<file path="src/sv/sobc_pkg.sv">
`timescale 1ns / 1ps
// Types and constants of the second-order byte checksum.
// No dependencies; used by all modules of the block.
package sobc_pkg;

  localparam logic [7:0]  FirstOffset = 8'd7;
  localparam logic [7:0]  MulAlpha    = 8'd17;
  localparam logic [7:0]  MulBeta     = 8'd31;
  localparam logic [15:0] FoldMod     = 16'hFFFF;
  // 257 * 65535 plus one, added when the difference is negative.
  localparam logic [25:0] NegBias     = 26'd16842496;

  typedef struct packed {
    logic       valid;
    logic [7:0] data;
    logic       last;
  } sobc_item_t;

  typedef struct packed {
    logic        valid;
    logic [15:0] value;
  } sobc_result_t;

endpackage

</file>
<file path="src/sv/second_order_byte_checksum.sv">
`timescale 1ns / 1ps
// Channel  Handshake            Payload
// input    in_valid/in_ready    data_byte[7:0], last_byte
// output   out_valid/out_ready  checksum[15:0]
//
// One byte is taken per cycle unless a last byte waits on a full output register;
// the checksum of a message is registered there when its last byte advances.
// The rate is set by the multiply, subtract and fold loop in sobc_recur.
// Reset empties both registers and starts a new message.
// A waiting checksum stalls only a last byte; other bytes keep flowing.
// Top level of the second-order byte checksum; depends on sobc_pkg,
// sobc_in_reg, sobc_recur and sobc_out_reg.
module second_order_byte_checksum (
  input  logic        clk,
  input  logic        rst,
  input  logic        in_valid,
  output logic        in_ready,
  input  logic [7:0]  data_byte,
  input  logic        last_byte,
  output logic        out_valid,
  input  logic        out_ready,
  output logic [15:0] checksum
);

  sobc_pkg::sobc_item_t   item;
  sobc_pkg::sobc_result_t result;
  logic                   advance;
  logic                   out_free;

  sobc_in_reg u_in (
    .clk       (clk),
    .rst       (rst),
    .in_valid  (in_valid),
    .in_ready  (in_ready),
    .data_byte (data_byte),
    .last_byte (last_byte),
    .advance   (advance),
    .item      (item)
  );

  sobc_recur u_recur (
    .clk      (clk),
    .rst      (rst),
    .item     (item),
    .out_free (out_free),
    .advance  (advance),
    .result   (result)
  );

  sobc_out_reg u_out (
    .clk       (clk),
    .rst       (rst),
    .result    (result),
    .out_free  (out_free),
    .out_valid (out_valid),
    .out_ready (out_ready),
    .checksum  (checksum)
  );

endmodule

</file>
<file path="src/sv/sobc_in_reg.sv">
`timescale 1ns / 1ps
// Input register of the checksum: holds one accepted word.
// Depends on sobc_pkg.
module sobc_in_reg (
  input  logic                clk,
  input  logic                rst,
  input  logic                in_valid,
  output logic                in_ready,
  input  logic [7:0]          data_byte,
  input  logic                last_byte,
  input  logic                advance,
  output sobc_pkg::sobc_item_t item
);

  logic       held;
  logic [7:0] data;
  logic       last;

  assign in_ready = !held || advance;

  always_ff @(posedge clk) begin
    if (rst) begin
      held <= 1'b0;
    end else if (in_ready) begin
      held <= in_valid;
    end
  end

  always_ff @(posedge clk) begin
    if (in_valid && in_ready) begin
      data <= data_byte;
      last <= last_byte;
    end
  end

  assign item.valid = held;
  assign item.data  = data;
  assign item.last  = last;

endmodule

</file>
<file path="src/sv/sobc_recur.sv">
`timescale 1ns / 1ps
// Recurrence state and the combinational update modulo 65535.
// Depends on sobc_pkg.
module sobc_recur (
  input  logic                  clk,
  input  logic                  rst,
  input  sobc_pkg::sobc_item_t  item,
  input  logic                  out_free,
  output logic                  advance,
  output sobc_pkg::sobc_result_t result
);

  logic        first_pending;
  logic [7:0]  byte_index;
  logic [15:0] older_value;
  logic [15:0] newer_value;

  logic [7:0]  alpha;
  logic [7:0]  beta;
  logic [8:0]  factor;
  logic [24:0] lhs;
  logic [23:0] rhs;
  logic [25:0] diff;
  logic [25:0] shifted;
  logic [16:0] fold_sum;
  logic [15:0] step_value;
  logic [15:0] value_next;

  assign advance = item.valid && (!item.last || out_free);

  assign alpha  = byte_index * sobc_pkg::MulAlpha;
  assign beta   = byte_index * sobc_pkg::MulBeta;
  assign factor = {1'b0, item.data} + {1'b0, alpha};
  assign lhs    = {16'd0, factor} * {9'd0, newer_value};
  assign rhs    = {16'd0, beta} * {8'd0, older_value};
  assign diff   = {1'b0, lhs} - {2'b0, rhs};

  always_comb begin
    if (lhs < {1'b0, rhs}) begin
      shifted = diff + sobc_pkg::NegBias;
    end else begin
      shifted = diff;
    end
    fold_sum = {7'd0, shifted[25:16]} + {1'b0, shifted[15:0]};
    if (fold_sum >= {1'b0, sobc_pkg::FoldMod}) begin
      step_value = 16'(fold_sum - {1'b0, sobc_pkg::FoldMod});
    end else begin
      step_value = fold_sum[15:0];
    end
    if (first_pending) begin
      value_next = {8'd0, item.data} + {8'd0, sobc_pkg::FirstOffset};
    end else begin
      value_next = step_value;
    end
  end

  always_ff @(posedge clk) begin
    if (rst) begin
      first_pending <= 1'b1;
      byte_index    <= 8'd0;
      older_value   <= 16'd1;
      newer_value   <= 16'd0;
    end else if (advance) begin
      if (item.last) begin
        first_pending <= 1'b1;
        byte_index    <= 8'd0;
        older_value   <= 16'd1;
        newer_value   <= 16'd0;
      end else begin
        first_pending <= 1'b0;
        byte_index    <= byte_index + 8'd1;
        older_value   <= first_pending ? 16'd1 : newer_value;
        newer_value   <= value_next;
      end
    end
  end

  assign result.valid = advance && item.last;
  assign result.value = value_next;

endmodule

</file>
<file path="src/sv/sobc_out_reg.sv">
`timescale 1ns / 1ps
// Output register of the checksum: holds one finished word until taken.
// Depends on sobc_pkg.
module sobc_out_reg (
  input  logic                   clk,
  input  logic                   rst,
  input  sobc_pkg::sobc_result_t result,
  output logic                   out_free,
  output logic                   out_valid,
  input  logic                   out_ready,
  output logic [15:0]            checksum
);

  logic        full;
  logic [15:0] value;

  assign out_free = !full || out_ready;

  always_ff @(posedge clk) begin
    if (rst) begin
      full <= 1'b0;
    end else if (out_free) begin
      full <= result.valid;
    end
  end

  always_ff @(posedge clk) begin
    if (out_free && result.valid) begin
      value <= result.value;
    end
  end

  assign out_valid = full;
  assign checksum  = value;

endmodule

</file>
<file path="config.mk">
export PLATFORM = sky130hd
export DESIGN_NAME = second_order_byte_checksum
export DESIGN_NICKNAME = d
export VERILOG_FILES = /design/src/sv/sobc_pkg.sv /design/src/sv/second_order_byte_checksum.sv /design/src/sv/sobc_in_reg.sv /design/src/sv/sobc_recur.sv /design/src/sv/sobc_out_reg.sv
export SDC_FILE = /design/constraint.sdc
export NUM_CORES = 1
export LEC_CHECK = 0
export ABC_AREA = 1
export BUFFER_PORTS_ARGS = -buffer_cell sky130_fd_sc_hd__buf_2
export CORE_AREA = 2 2 175 177
export DETAILED_ROUTE_END_ITERATION = 12
export DIE_AREA = 0 0 177 179
export GPL_ROUTABILITY_DRIVEN = 0
export SYNTH_ARGS = -nofsm -noshare
export SYNTH_HDL_FRONTEND = slang
export SYNTH_SLANG_ARGS = --single-unit
</file>
<file path="constraint.sdc">
create_clock -name clk -period 15.7 [get_ports clk]
set_input_delay 3.14 -clock clk [delete_from_list [all_inputs] [get_ports clk]]
set_output_delay 3.14 -clock clk [all_outputs]
set_load 0.02 [all_outputs]
</file>
; ---- Word-level counts from Yosys, hierarchy flattened
; Index checks and enable logic that the tools add are counted.
[op_classes]
n_reduce_logical = 10
addsub = 7
mux = 8
magnitude_cmp = 2
n_mul = 4
[op_table]
columns = op, count
row1 = $mux 16, 5
row2 = $add 26x25->26 const B, 1
row3 = $mux 26, 1
row4 = $sub 25x24->26, 1
row5 = $lt 25x24->1, 1
row6 = $mul 9x16->25, 1
row7 = $mul 8x16->24, 1
row8 = $add 10x16->17, 1
row9 = $ge 17x16->1 const B, 1
row10 = $mul 8x5->8 const B, 2
row11 = $sub 16x16->16 const B, 1
row12 = $add 8x3->9 const B, 1
row13 = $add 8x8->9, 1
row14 = $add 8x1->8 const B, 1
row15 = $mux 8, 1
row16 = $logic_and 1x1->1, 4
row17 = $logic_not 1->1, 3
row18 = $logic_or 1x1->1, 3
row19 = $mux 1, 1
[word_totals]
output_inout_bits = 18
regBits = 68

; ---- Longest topological paths before layout
[logic_depth]
ltp_word = 11
mapped_depth = 78
mapped_depth_nobuf = 78

; ---- By module
; From an unflattened synthesis, not the netlist that was laid out.
[hier_totals]
hier_cells = 1977
area_unflattened_um2 = 14600.3
[modules_own_cells]
columns = module, n_inst, seq_area_each_um2, cells_per_inst, area_each_um2
row1 = sobc_recur, 1, 820.8, 1938, 13739.4
row2 = sobc_out_reg, 1, 500.5, 22, 528.0
row3 = sobc_in_reg, 1, 290.3, 17, 332.8

; ---- Worst setup path after synthesis
; OpenSTA, ideal clock, no wires.
[synth_path]
path_type = reg2reg
startpoint = register u_recur.byte_index[1]
endpoint = register u_out.value[1], in the netlist u_out.checksum[1], data pin
arrival_ns = 11.728
path_slack_ns = 3.718
synth_period_minus_slack_ns = 11.982
path_stages_with_launch = 72
cell_sequence = dfxtp_1 inv_1 fa_1 inv_1 fa_1 inv_1 fa_1 inv_1 ha_1 inv_1 or2_2 nand2_1 a21oi_1 or2_2 nand2_1 clkbuf_1 nor2_1 fa_1 (+36 left out) nand2_1 nor3_1 nand2_1 o211ai_1 a21o_1 nand2_1 nand2_1 nand3_2 nor2_4 nand2_1 nand2_1 nand3_2 a21oi_2 nand2_2 buf_6 nand3_1 nand3_1 and2_1
[synth_rtl]
columns = element, line_no
row1 = start: declaration, sobc_recur.sv:14  ; logic [7:0] byte_index;
row2 = start signal: assignment, sobc_recur.sv:71  ; byte_index <= byte_index + 8'd1;
row3 = end signal: assignment, sobc_out_reg.sv:29  ; value <= result.value;
row4 = end: declaration, sobc_out_reg.sv:15  ; logic [15:0] value;

==> flow_summary.json <==
{
  "gr-total-overflow": 0,
  "wl_per_cell_um": 16.6,
  "cp_slowest_cell": "dfxtp_1",
  "max_freq_mhz": 72.9,
  "routed-via-count": 11900,
  "worst-path-max-fanout": 23,
  "syn_area_um2": 14400,
  "synth_ff_type": "dfxtp_1",
  "cts_buffers": 9,
  "synth.top_cells.by_area": "fa_1, ha_1, nand2_1, inv_1, dfxtp_1",
  "arrival_ns": 13.92,
  "grt_pass1_wl_um": 62200,
  "cts_root_buffer": "clkbuf_16",
  "grt_max_degree": 52,
  "tightest_slew_ns": 1.16,
  "outcome": "finished clean",
  "fin_skew_ns": 0.0120,
  "tns_ns": 0,
  "clkTransAtPathRegs_ns": 0.07,
  "cts_hold_buf": 0,
  "drv_cap": 0,
  "die_area_um2": 31700,
  "layout.cells.non_filler": 2330,
  "start_util_pct": 48.0,
  "drive_gt1_share_pct": 5.74,
  "utilization_pct": 50.5,
  "dieWidth_um": 177,
  "ioPinCount": 31,
  "synth_edf_count": 25,
  "clk-insertion-delay-late_ns": 0.37,
  "cts_max_path_buffers": 2,
  "mostFrequentLayoutCells": "nand2_1, inv_1, fa_1",
  "die_y_um": 179,
  "finalCriticalPeriod_ns": 13.71,
  "start_kind": "flip-flop",
  "area_delta_synth_final_pct": 5.15,
  "cts_resized": 0,
  "setup_viol": 0,
  "ff2ff_setup_slack_ns": 1.99,
  "critPathMaxStageDelay_ns": 0.98,
  "antenna_found_initial": 0,
  "ys_seq_area_share_pct": 11.2,
  "cts_post_setup_buffers_inserted": 0,
  "wirelength_um": 38600,
  "synth_cell_types": 48,
  "period_share_pct": 87.3,
  "final_common_cell": "nand2_1",
  "drt_iter0_markers": 720,
  "maxSlewViolCount": 0,
  "syn_avg_cell_area_um2": 7.43,
  "min-delay-path-class": "flip-flop to flip-flop",
  "critPathCaptureType": "flip-flop",
  "grt_pass1_vias": 11800,
  "dp.cells": 2314,
  "grt.total_usage_pct": 25.7,
  "whs_ns": 0.553,
  "cts_tree": "done",
  "hold_viol": 0,
  "rsz0062_at_grt": "no",
  "timing.slew.headroom_pct": 22.3,
  "dr.pass1.iters": 5,
  "synth_fp_nets": 2300,
  "cpMostUsedCell": "nand2_1",
  "core-area_um2": 30000,
  "critical_path_class": "flip-flop to flip-flop",
  "synth_seq_cells": 68,
  "yosys.area.top_type_share_pct": 27.4,
  "viasPerCell": 5.09,
  "port_buffers": 30,
  "drc": 0,
  "synth_top_area_cell": "fa_1",
  "finalNetCount": 2289,
  "ys_warn_count": 0,
  "postSynth.asyncResetShare_pct": 0,
  "cts_max_level": 3,
  "rows": 64,
  "synthCells": 1940,
  "dp_hpwl_um": 32300,
  "clock_sink_count": 68,
  "ant_nets": 0,
  "crit_required_ns": 15.91,
  "antenna-diode-count": 0
}
[per-layer routing]
| metal | global-route usage [%] | vias to the layer above | part of all wire [%] |
|---|---|---|---|
| met5 | 0 | - | 0 |
| met4 | 8.23 | 0 | 2.7 |
| met3 | 2.50 | 47 | 4.9 |
| met2 | 43.4 | 322 | 47 |
| met1 | 34.8 | 5640 | 45 |
| li1 | - | 5861 | - |
[cell families after synthesis]
family	count (synthesis)	synth area share, %
xor+xnor	96	5.97
simple gates	769	22.7
compound gates	179	7.03
buf+inv	481	12.7
flops	68	11.2
fa+ha+maj	347	40.4
[registers in the layout, summed over array words and instances (netlist names)]
register	flops
u_recur.byte_index	8
u_recur.newer_value	16
u_out.checksum	16
u_out.out_valid	1
u_in.held	1
u_recur.older_value	16
u_recur.first_pending	1
u_in.last	1
u_in.data	8
[metrics by stage]
stage | cell area, um^2 | worst slack (ns)
final | 15200 | 1.99
after global routing | 15200 | 0.679
after CTS | 15200 | 2.01
after detailed placement | 14800 | 2.03
after floorplan | 14400 | 3.72
after global placement | 14800 | 2.28
[worst max-delay path: cells and delay by family, from the launching register on]
family	cells	cell delay (ns)
compound gates	15	1.79
xor+xnor	2	0.32
fa+ha+maj	11	5.08
buf+inv	6	0.36
flops	1	0.98
simple gates	38	5.04
[final cells by class]
| type | count | area (um^2) |
|---|---|---|
| inverters | 427 | 1600 |
| multi-input cells | 1391 | 11000 |
| repair buffers | 32 | 165 |
| well taps | 396 | 495 |
| flip-flops and latches | 68 | 1610 |
| clock buffers | 9 | 225 |
| fillers | 3059 | 14900 |
| clock inverters | 7 | 81.3 |
[synthesized netlist by cell type, types with 5 or more instances]
cell,instances
a211oi_1,15
a21oi_1,111
a21oi_2,5
a31oi_1,5
clkbuf_1,44
dfxtp_1,43
edfxtp_1,25
fa_1,197
ha_1,150
inv_1,422
inv_2,5
nand2_1,441
nand2_2,15
nand3_1,75
nand3_2,9
nand4_1,12
nor2_1,166
nor2_2,11
nor3_1,10
o21ai_0,22
o21bai_1,7
or2_2,10
xnor2_1,44
xor2_1,51
[path summary, 6_finish.rpt]
kind / endpoint / startpoint / cells past startpoint
worst max-delay path: u_recur.newer_value[12] / u_recur.byte_index[0] / 72
worst min-delay path: u_in.held / u_in.held / 2
worst max register to register: u_recur.newer_value[12] / u_recur.byte_index[0] / 72
worst min register to register: u_in.held / u_in.held / 2
Power is not shown: default switching activity piles up to over one toggle a cycle in this logic, so the estimate is an artifact.
